### src/design/xks_pkg.sv
// ----------------------------------------------------------------------------
// xks_pkg
// Shared constants and types for the XOR keyed string scanner.
// ----------------------------------------------------------------------------
package xks_pkg;

    // Longest needle, terminator excluded.
    localparam int MAX_NEEDLE  = 16;
    // Width of the saturating byte counter inside one buffer.
    localparam int OFFSET_BITS = 32;

    // The window holds the needle bytes plus the terminator.
    localparam int WIN_DEPTH   = MAX_NEEDLE + 1;
    localparam int IDX_W       = $clog2(WIN_DEPTH);
    localparam int LEN_W       = 5;

    // Field widths of the streams and the register port.
    localparam int BYTE_W      = 8;
    localparam int HIT_OFF_W   = 32;
    localparam int ADDR_W      = 64;
    localparam int IN_TDATA_W  = 8;
    localparam int OUT_TDATA_W = HIT_OFF_W + ADDR_W + BYTE_W;
    localparam int OUT_TUSER_W = 1;
    localparam int APB_DATA_W  = 64;
    localparam int APB_ADDR_W  = 6;
    localparam int REG_IDX_W   = 3;

    typedef logic [OFFSET_BITS-1:0] t_count;
    typedef logic [BYTE_W-1:0]      t_byte;

    // Register indexes, placed at byte address 8 * index.
    typedef enum logic [REG_IDX_W-1:0] {
        REG_NEEDLE_LEN  = 3'd0,
        REG_NEEDLE_LOW  = 3'd1,
        REG_NEEDLE_HIGH = 3'd2,
        REG_XOR_ENABLE  = 3'd3,
        REG_BASE_ADDR   = 3'd4
    } t_reg_idx;

endpackage

### src/design/xor_keyed_string_scanner_core.sv
// ----------------------------------------------------------------------------
// xor_keyed_string_scanner_core
// Streams a buffer byte by byte through a sliding window and reports where
// the window holds the needle plus a zero terminator, plain or XOR encoded.
// ----------------------------------------------------------------------------
//
//  Channel   Direction  Transfer when            Content
//  s stream  in         i_s_tvalid & o_s_tready  data_byte in tdata, last_byte
//                                                in tlast
//  m stream  out        o_m_tvalid & i_m_tready  hit_offset, hit_address,
//                                                xor_key in tdata, xor_encoded
//                                                in tuser
//  APB       in         psel & penable & pwrite  five registers, 8 bytes apart
//
//  One byte is taken every cycle while the input is not stalled. The byte
//  that completes a hit goes into the window stage; the compare and the
//  address add then feed the result register when the window stage
//  advances, and the hit is valid on the m stream from there.
//  While a result waits on the m side, one more byte is held in the window
//  stage; input stalls only when both stages are full. Reset clears the
//  window, the counter and the pipeline valid bits, and presets the registers.
//
module xor_keyed_string_scanner_core (
    input  logic                            i_clk,
    input  logic                            i_rst_n,
    // Input stream. tdata: [7:0] data_byte. tlast: last_byte.
    input  logic                            i_s_tvalid,
    output logic                            o_s_tready,
    input  logic [xks_pkg::IN_TDATA_W-1:0]  i_s_tdata,
    input  logic                            i_s_tlast,
    // Result stream. tdata: [31:0] hit_offset, [95:32] hit_address,
    // [103:96] xor_key. tuser: [0] xor_encoded.
    output logic                            o_m_tvalid,
    input  logic                            i_m_tready,
    output logic [xks_pkg::OUT_TDATA_W-1:0] o_m_tdata,
    output logic [xks_pkg::OUT_TUSER_W-1:0] o_m_tuser,
    // Register port.
    input  logic                            i_psel,
    input  logic                            i_penable,
    input  logic                            i_pwrite,
    input  logic [xks_pkg::APB_ADDR_W-1:0]  i_paddr,
    input  logic [xks_pkg::APB_DATA_W-1:0]  i_pwdata,
    output logic [xks_pkg::APB_DATA_W-1:0]  o_prdata,
    output logic                            o_pready
);
    import xks_pkg::*;

    localparam t_count COUNT_MAX = {OFFSET_BITS{1'b1}};

    // Configuration registers.
    logic [LEN_W-1:0]  r_needle_len;
    logic [ADDR_W-1:0] r_needle_low;
    logic [ADDR_W-1:0] r_needle_high;
    logic              r_xor_enable;
    logic [ADDR_W-1:0] r_base_addr;

    // Window stage.
    t_byte             r_win [WIN_DEPTH];
    t_count            r_seen;
    t_count            r_start;
    logic              r_s1_valid;
    logic              r_s1_last;
    logic              r_s1_check;

    // Result stage.
    logic              r_o_valid;
    logic [HIT_OFF_W-1:0] r_o_offset;
    logic [ADDR_W-1:0] r_o_addr;
    logic              r_o_xor;
    t_byte             r_o_key;

    logic              s_xfer;
    logic              s1_adv;
    logic              wr_en;
    t_reg_idx          reg_idx;
    logic [LEN_W-1:0]  len_eff;
    t_count            seen_base;
    logic              counted;
    t_count            n_seen;
    t_count            need_cnt;
    logic              hit_plain;
    logic              hit_xor;
    t_byte             key;
    logic [2*ADDR_W-1:0] needle_all;
    logic [ADDR_W-1:0] start_ext;

    // Handshakes: the window stage moves on when the result register is free
    // or is being emptied in this cycle.
    assign s1_adv     = !r_o_valid || i_m_tready;
    assign o_s_tready = !r_s1_valid || s1_adv;
    assign s_xfer     = i_s_tvalid && o_s_tready;

    // Register port decode; unlisted indexes are ignored.
    assign o_pready = 1'b1;
    assign wr_en    = i_psel && i_penable && i_pwrite;
    assign reg_idx  = t_reg_idx'(i_paddr[APB_ADDR_W-1:3]);

    always_ff @(posedge i_clk) begin
        if (!i_rst_n) begin
            r_needle_len  <= LEN_W'(1);
            r_needle_low  <= '0;
            r_needle_high <= '0;
            r_xor_enable  <= 1'b1;
            r_base_addr   <= '0;
        end else if (wr_en) begin
            unique case (reg_idx)
                REG_NEEDLE_LEN:  r_needle_len  <= i_pwdata[LEN_W-1:0];
                REG_NEEDLE_LOW:  r_needle_low  <= i_pwdata;
                REG_NEEDLE_HIGH: r_needle_high <= i_pwdata;
                REG_XOR_ENABLE:  r_xor_enable  <= i_pwdata[0];
                REG_BASE_ADDR:   r_base_addr   <= i_pwdata;
                default: ;
            endcase
        end
    end

    // Register readback.
    always_comb begin
        unique case (reg_idx)
            REG_NEEDLE_LEN:  o_prdata = APB_DATA_W'(r_needle_len);
            REG_NEEDLE_LOW:  o_prdata = r_needle_low;
            REG_NEEDLE_HIGH: o_prdata = r_needle_high;
            REG_XOR_ENABLE:  o_prdata = APB_DATA_W'(r_xor_enable);
            REG_BASE_ADDR:   o_prdata = r_base_addr;
            default:         o_prdata = '0;
        endcase
    end

    // Needle length clamped to the supported range.
    always_comb begin
        if (r_needle_len == '0) begin
            len_eff = LEN_W'(1);
        end else if (r_needle_len > LEN_W'(MAX_NEEDLE)) begin
            len_eff = LEN_W'(MAX_NEEDLE);
        end else begin
            len_eff = r_needle_len;
        end
    end

    // Byte counter for the incoming byte. A buffer end seen on the previous
    // byte restarts the count, and a saturated count marks the byte unchecked.
    assign seen_base = r_s1_last ? '0 : r_seen;
    assign counted   = (seen_base != COUNT_MAX);
    assign n_seen    = counted ? seen_base + t_count'(1) : seen_base;
    assign need_cnt  = t_count'(len_eff) + t_count'(1);

    // Window shift, cleared first after the end of a buffer.
    always_ff @(posedge i_clk) begin
        if (!i_rst_n) begin
            for (int i = 0; i < WIN_DEPTH; i++) begin
                r_win[i] <= '0;
            end
            r_seen     <= '0;
            r_s1_valid <= 1'b0;
            r_s1_last  <= 1'b0;
            r_s1_check <= 1'b0;
        end else begin
            if (s_xfer) begin
                r_win[0] <= i_s_tdata[BYTE_W-1:0];
                for (int i = 1; i < WIN_DEPTH; i++) begin
                    r_win[i] <= r_s1_last ? '0 : r_win[i-1];
                end
                r_seen     <= n_seen;
                r_s1_last  <= i_s_tlast;
                r_s1_check <= counted && (n_seen >= need_cnt);
                r_start    <= n_seen - need_cnt;
                r_s1_valid <= 1'b1;
            end else if (s1_adv) begin
                r_s1_valid <= 1'b0;
            end
        end
    end

    // Parallel compare of the window against the needle, plain and keyed.
    assign needle_all = {r_needle_high, r_needle_low};
    assign key        = r_win[IDX_W'(len_eff)] ^ needle_all[BYTE_W-1:0];

    always_comb begin
        logic [IDX_W-1:0] idx;
        t_byte            w;
        t_byte            nb;
        hit_plain = (r_win[0] == '0);
        hit_xor   = r_xor_enable && (key != '0) && (r_win[0] == key);
        for (int k = 0; k < MAX_NEEDLE; k++) begin
            idx = IDX_W'(len_eff) - IDX_W'(k);
            w   = r_win[idx];
            nb  = needle_all[BYTE_W*k +: BYTE_W];
            if (LEN_W'(k) < len_eff) begin
                if (w != nb) begin
                    hit_plain = 1'b0;
                end
                if ((w ^ key) != nb) begin
                    hit_xor = 1'b0;
                end
            end
        end
    end

    assign start_ext = ADDR_W'(r_start);

    // Result register.
    always_ff @(posedge i_clk) begin
        if (!i_rst_n) begin
            r_o_valid <= 1'b0;
        end else if (s1_adv) begin
            r_o_valid <= r_s1_valid && r_s1_check && (hit_plain || hit_xor);
        end
    end

    always_ff @(posedge i_clk) begin
        if (s1_adv) begin
            r_o_offset <= start_ext[HIT_OFF_W-1:0];
            r_o_addr   <= r_base_addr + start_ext;
            r_o_xor    <= !hit_plain;
            r_o_key    <= hit_plain ? '0 : key;
        end
    end

    assign o_m_tvalid = r_o_valid;
    assign o_m_tdata  = {r_o_key, r_o_addr, r_o_offset};
    assign o_m_tuser  = r_o_xor;

endmodule

### config.mk
export PLATFORM = sky130hd
export DESIGN_NAME = xor_keyed_string_scanner_core
export DESIGN_NICKNAME = d
export VERILOG_FILES = /design/src/design/xks_pkg.sv /design/src/design/xor_keyed_string_scanner_core.sv
export SDC_FILE = /design/constraint.sdc
export NUM_CORES = 2
export LEC_CHECK = 0
export BUFFER_PORTS_ARGS = -buffer_cell sky130_fd_sc_hd__buf_2
export CELL_PAD_IN_SITES_DETAIL_PLACEMENT = 1
export CELL_PAD_IN_SITES_GLOBAL_PLACEMENT = 2
export CORE_MARGIN = 10
export CORE_UTILIZATION = 30
export CTS_CLUSTER_DIAMETER = 150
export DETAILED_ROUTE_END_ITERATION = 8
export PLACE_DENSITY_LB_ADDON = 0.1
export SYNTH_ARGS = -nofsm -noshare
export SYNTH_HDL_FRONTEND = slang
export SYNTH_SLANG_ARGS = --single-unit
### constraint.sdc
create_clock -name i_clk -period 14.35 [get_ports i_clk]
set_clock_uncertainty 0.1 [all_clocks]
set_input_delay 0.7175 -clock i_clk [delete_from_list [all_inputs] [get_ports i_clk]]
set_output_delay 0.7175 -clock i_clk [all_outputs]
set_load 0.005 [all_outputs]
==> key figures <==
Worst setup path
  • Data arrival, critical path: 7.61 ns
  • Worst R2R Setup Slack: approximately 7.2 ns
  • CP Launch Type: flip-flop
  • Critical Path RT: roughly 15 ns
  • Worst r2r dst: r_s1_check
  • Crit path max fanout: 33
  • Reg-to-reg startpoint: r_needle_len[4]
  • Crit Path Category: flip-flop to flip-flop
  • Worst-case reg-to-reg path depth: 21
  • CP endpoint kind: flip-flop

Clock network
  • Clk_lat worst skew: 0.65 ns
  • TritonCTS clock tree: yes
  • H-tree depth: 3
  • CTS max path bufs: 3
  • Clock slew at reported path FFs: approximately 0.06 ns
  • CTS buffer count: 68
  • Setup bufs post-CTS: 0
  • Root buffer cell: clkbuf_16
  • Sink Count: ~500
  • CTS Hold Bufs: 0
  • Post-cts resize count: 0

Route
  • Total Wirelength: 149000 um
  • Final ANT Viol Nets: 0
  • Routed vias: 29033
  • Post-DR vias/cell: 5.47
  • WL/cell: about 28 um
  • Drt initial violations: approximately 2400
  • DRC viols: 0
  • Pre-antenna DRT Iters: 7

Timing
  • RSZ-0062 raised after global routing: false
  • Hold Fails Final Rpt: 0
  • Period utilization: roughly 50%
  • Slew margin rel.: between 20% and 30%
  • Max Transition Viols Final: 0
  • Tmin final: about 7.2 ns
  • Setup Viol. Count Final: 0
  • Fmax: 0.140 GHz
  • Final setup TNS: 0 ns
  • Worst-margin pin slew: ~1.2 ns

Logic synthesis
  • Count leader, synth: nand2_1
  • Unique masters post-synth: 73
  • Warnings, synthesis: 0
  • EDFF count, synth: roughly 270
  • Largest cells by area after synthesis: edfxtp_1 24%, dfxtp_1 14%, mux4_2 9.5%
  • Syn Inst Count: 3628
  • Cell Area, Synth: 0.0346 mm2
  • FF+latch count, synth: roughly 510
  • Commonest cells post-synth: 598 x nand2_1, 273 x edfxtp_1, 266 x xnor2_1, 234 x dfxtp_1, 223 x clkbuf_1
  • Fraction of registers with async set/reset: 0%
  • Post-synthesis average cell area: 9.54 um2
  • Seq/Total Area, Yosys: a little under two fifths
  • Most used DFF post-synth: edfxtp_1
  • Area leader, netlist: edfxtp_1
  • Top-area cell type share of the netlist area: between 20% and 30%

Finish
  • Ant. Diodes: 0
  • Area Growth Syn to Fin: 14.2%
  • Layout Cells excl Fill: ~5300
  • Util after Layout: about a third
  • Fin nets: about 4000
  • Fillers: approximately 13000
  • Layout cells sized above 1: roughly 17%

Pwr
  • IR drop worst, VDD: 0.0676 mV
  • Leak Pwr: approximately 15 nW
  • Pwr Total: approximately 3.8 mW
  • PD cells: just under 100 mW/mm2

Worst hold path
  • Hold_sp: i_s_tlast
  • Hold Path Cell Cnt: 3
  • Worst min-delay path category: primary input to flip-flop
  • Worst Hold Path EP: r_s1_last

Placed design
  • Placed cell count: 5185
  • Gp weighted congestion: 0.941
  • # port buffers: about 250
  • Dpl hpwl: 112000 um

Global routing
  • Global-route wire length before repair: 215000 um
  • Initial antenna violation count: 11
  • Number of global-route vias before repair: between 20000 and 30000
  • Largest net degree at the start of global routing: ~120
  • Total track usage: between 20% and 30%
  • Overflow after GRT: 0

Floorplan
  • Full die area: 0.129 mm2
  • Die span in x: ~360 um
  • Num rows: 124
  • Die Y: 360 um
  • Core Box Area: roughly 0.11 mm2
  • Initial Util: between 30% and 40%
  • # IOs: roughly 260

Outcome
  • Run status: finished, final reports clean

Run
  • Max-capacitance violation count: 0
-- kinds of logic after synthesis --
kind of cell               after synthesis  share of synthesized area, %
adders and majority gates               56                          2.07
xor gates and xnor gates               440                          11.2
other                                    1                        0.0108
DFF                                    507                          37.2
buffers and inverters                  335                          3.81
and+or+nand+nor                       1211                          16.3
muxes                                  318                          14.6
AOI/OAI and AO/OA                      760                          14.7
-- cell usage in the layout, fill, tap and decap left out, types with 15 or more instances in the layout --
master       n
a211oi_1    26
a21boi_0   198
a21o_1      27
a21oi_1    127
a221oi_1    25
a22o_1      16
a22oi_1     61
a31oi_1     17
and2_1      15
and3_1     142
buf_2      252
buf_4       71
clkbuf_1    17
clkbuf_16   72
dfxtp_1    232
edfxtp_1   273
ha_1        53
inv_1       45
mux2_2      27
mux2i_1    145
mux4_2     146
nand2_1    598
nand2b_1    43
nand3_1     44
nand4_1     19
nor2_1     168
nor2b_1     28
nor3_1      31
nor4_1      55
o21a_1      25
o21ai_0    147
o22ai_1     31
xnor2_1    261
xor2_1     169
-- final cells by class --
type                    instances  area [um2]  share of cell area, %
well taps                    1512        1890                   4.79
clock inverters                31         218                  0.551
multi-input cells            2787       20600                   52.0
inverters                      55         218                  0.551
clock buffers                  94        1930                   4.89
repair buffers                324        1810                   4.57
flip-flops and latches        507       12900                   32.6
-- metal layers --
| layer | routed length [um] | track usage, % |
|---|---|---|
| met1 | 69500 | 31.1 |
| met3 | 7840 | 3.14 |
| met5 | 0 | 0 |
| met2 | 66900 | 35.0 |
| met4 | 4350 | 6.81 |
-- report_power, final --
part	switching, mW	leakage [nW]	total, mW	internal, mW
sequential	0.0552	4.78	1.64	1.58
clock	0.702	1.05	1.67	0.967
combinational	0.332	9.12	0.533	0.201
total	1.09	15.0	3.84	2.75
-- state kept, by name, indices dropped and copies added, names as in the netlist, 5 cells and up --
signal,cells
r_needle_len,5
r_o_addr,64
r_seen,32
r_o_key,8
r_o_offset,32
r_needle_high,64
r_base_addr,64
r_start,32
r_needle_low,64
r_win,136
-- how the worst max path moves through the flow --
stage | from | endpoint | depth (start not counted)
2_1_floorplan | r_needle_len[4] | r_s1_check | 23
3_3_place_gp | r_needle_len[4] | r_s1_check | 21
3_5_place_dp | r_needle_len[4] | r_s1_check | 21
4_1_cts | r_needle_len[4] | r_s1_check | 21
5_1_grt | r_needle_len[4] | r_s1_check | 21
6_report | r_needle_len[4] | r_s1_check | 21
-- through the flow --
stage          cell area, um2  hold slack (ns)  worst slack [ns]
2_1_floorplan           34600            0.317              8.41
3_3_place_gp            37400            0.327              7.11
3_5_place_dp            37400            0.345              7.09
4_1_cts                 39500            0.112              7.09
5_1_grt                 39500            0.155              6.67
6_report                39500            0.162              7.18
-- critical path, cell delays in order, from the launching register on --
cell and delay, ns:
dfxtp_2 0.31, buf_4 0.40, nor4_4 0.10, buf_4 0.23
nor2_4 0.11, buf_4 0.46, clkinv_2 0.63, ha_1 0.55
xnor2_2 0.19, buf_4 0.46, ha_1 0.38, nor2b_1 0.15
o21ai_0 0.15, nand2b_1 0.12, a21o_1 0.19, a21o_1 0.19
or2_0 0.35, or3_1 0.48, nor2_1 0.35, nand2_1 0.22
or4_1 0.58, a32o_1 0.27
No activity file was read; power rests on OpenSTA's default activity.
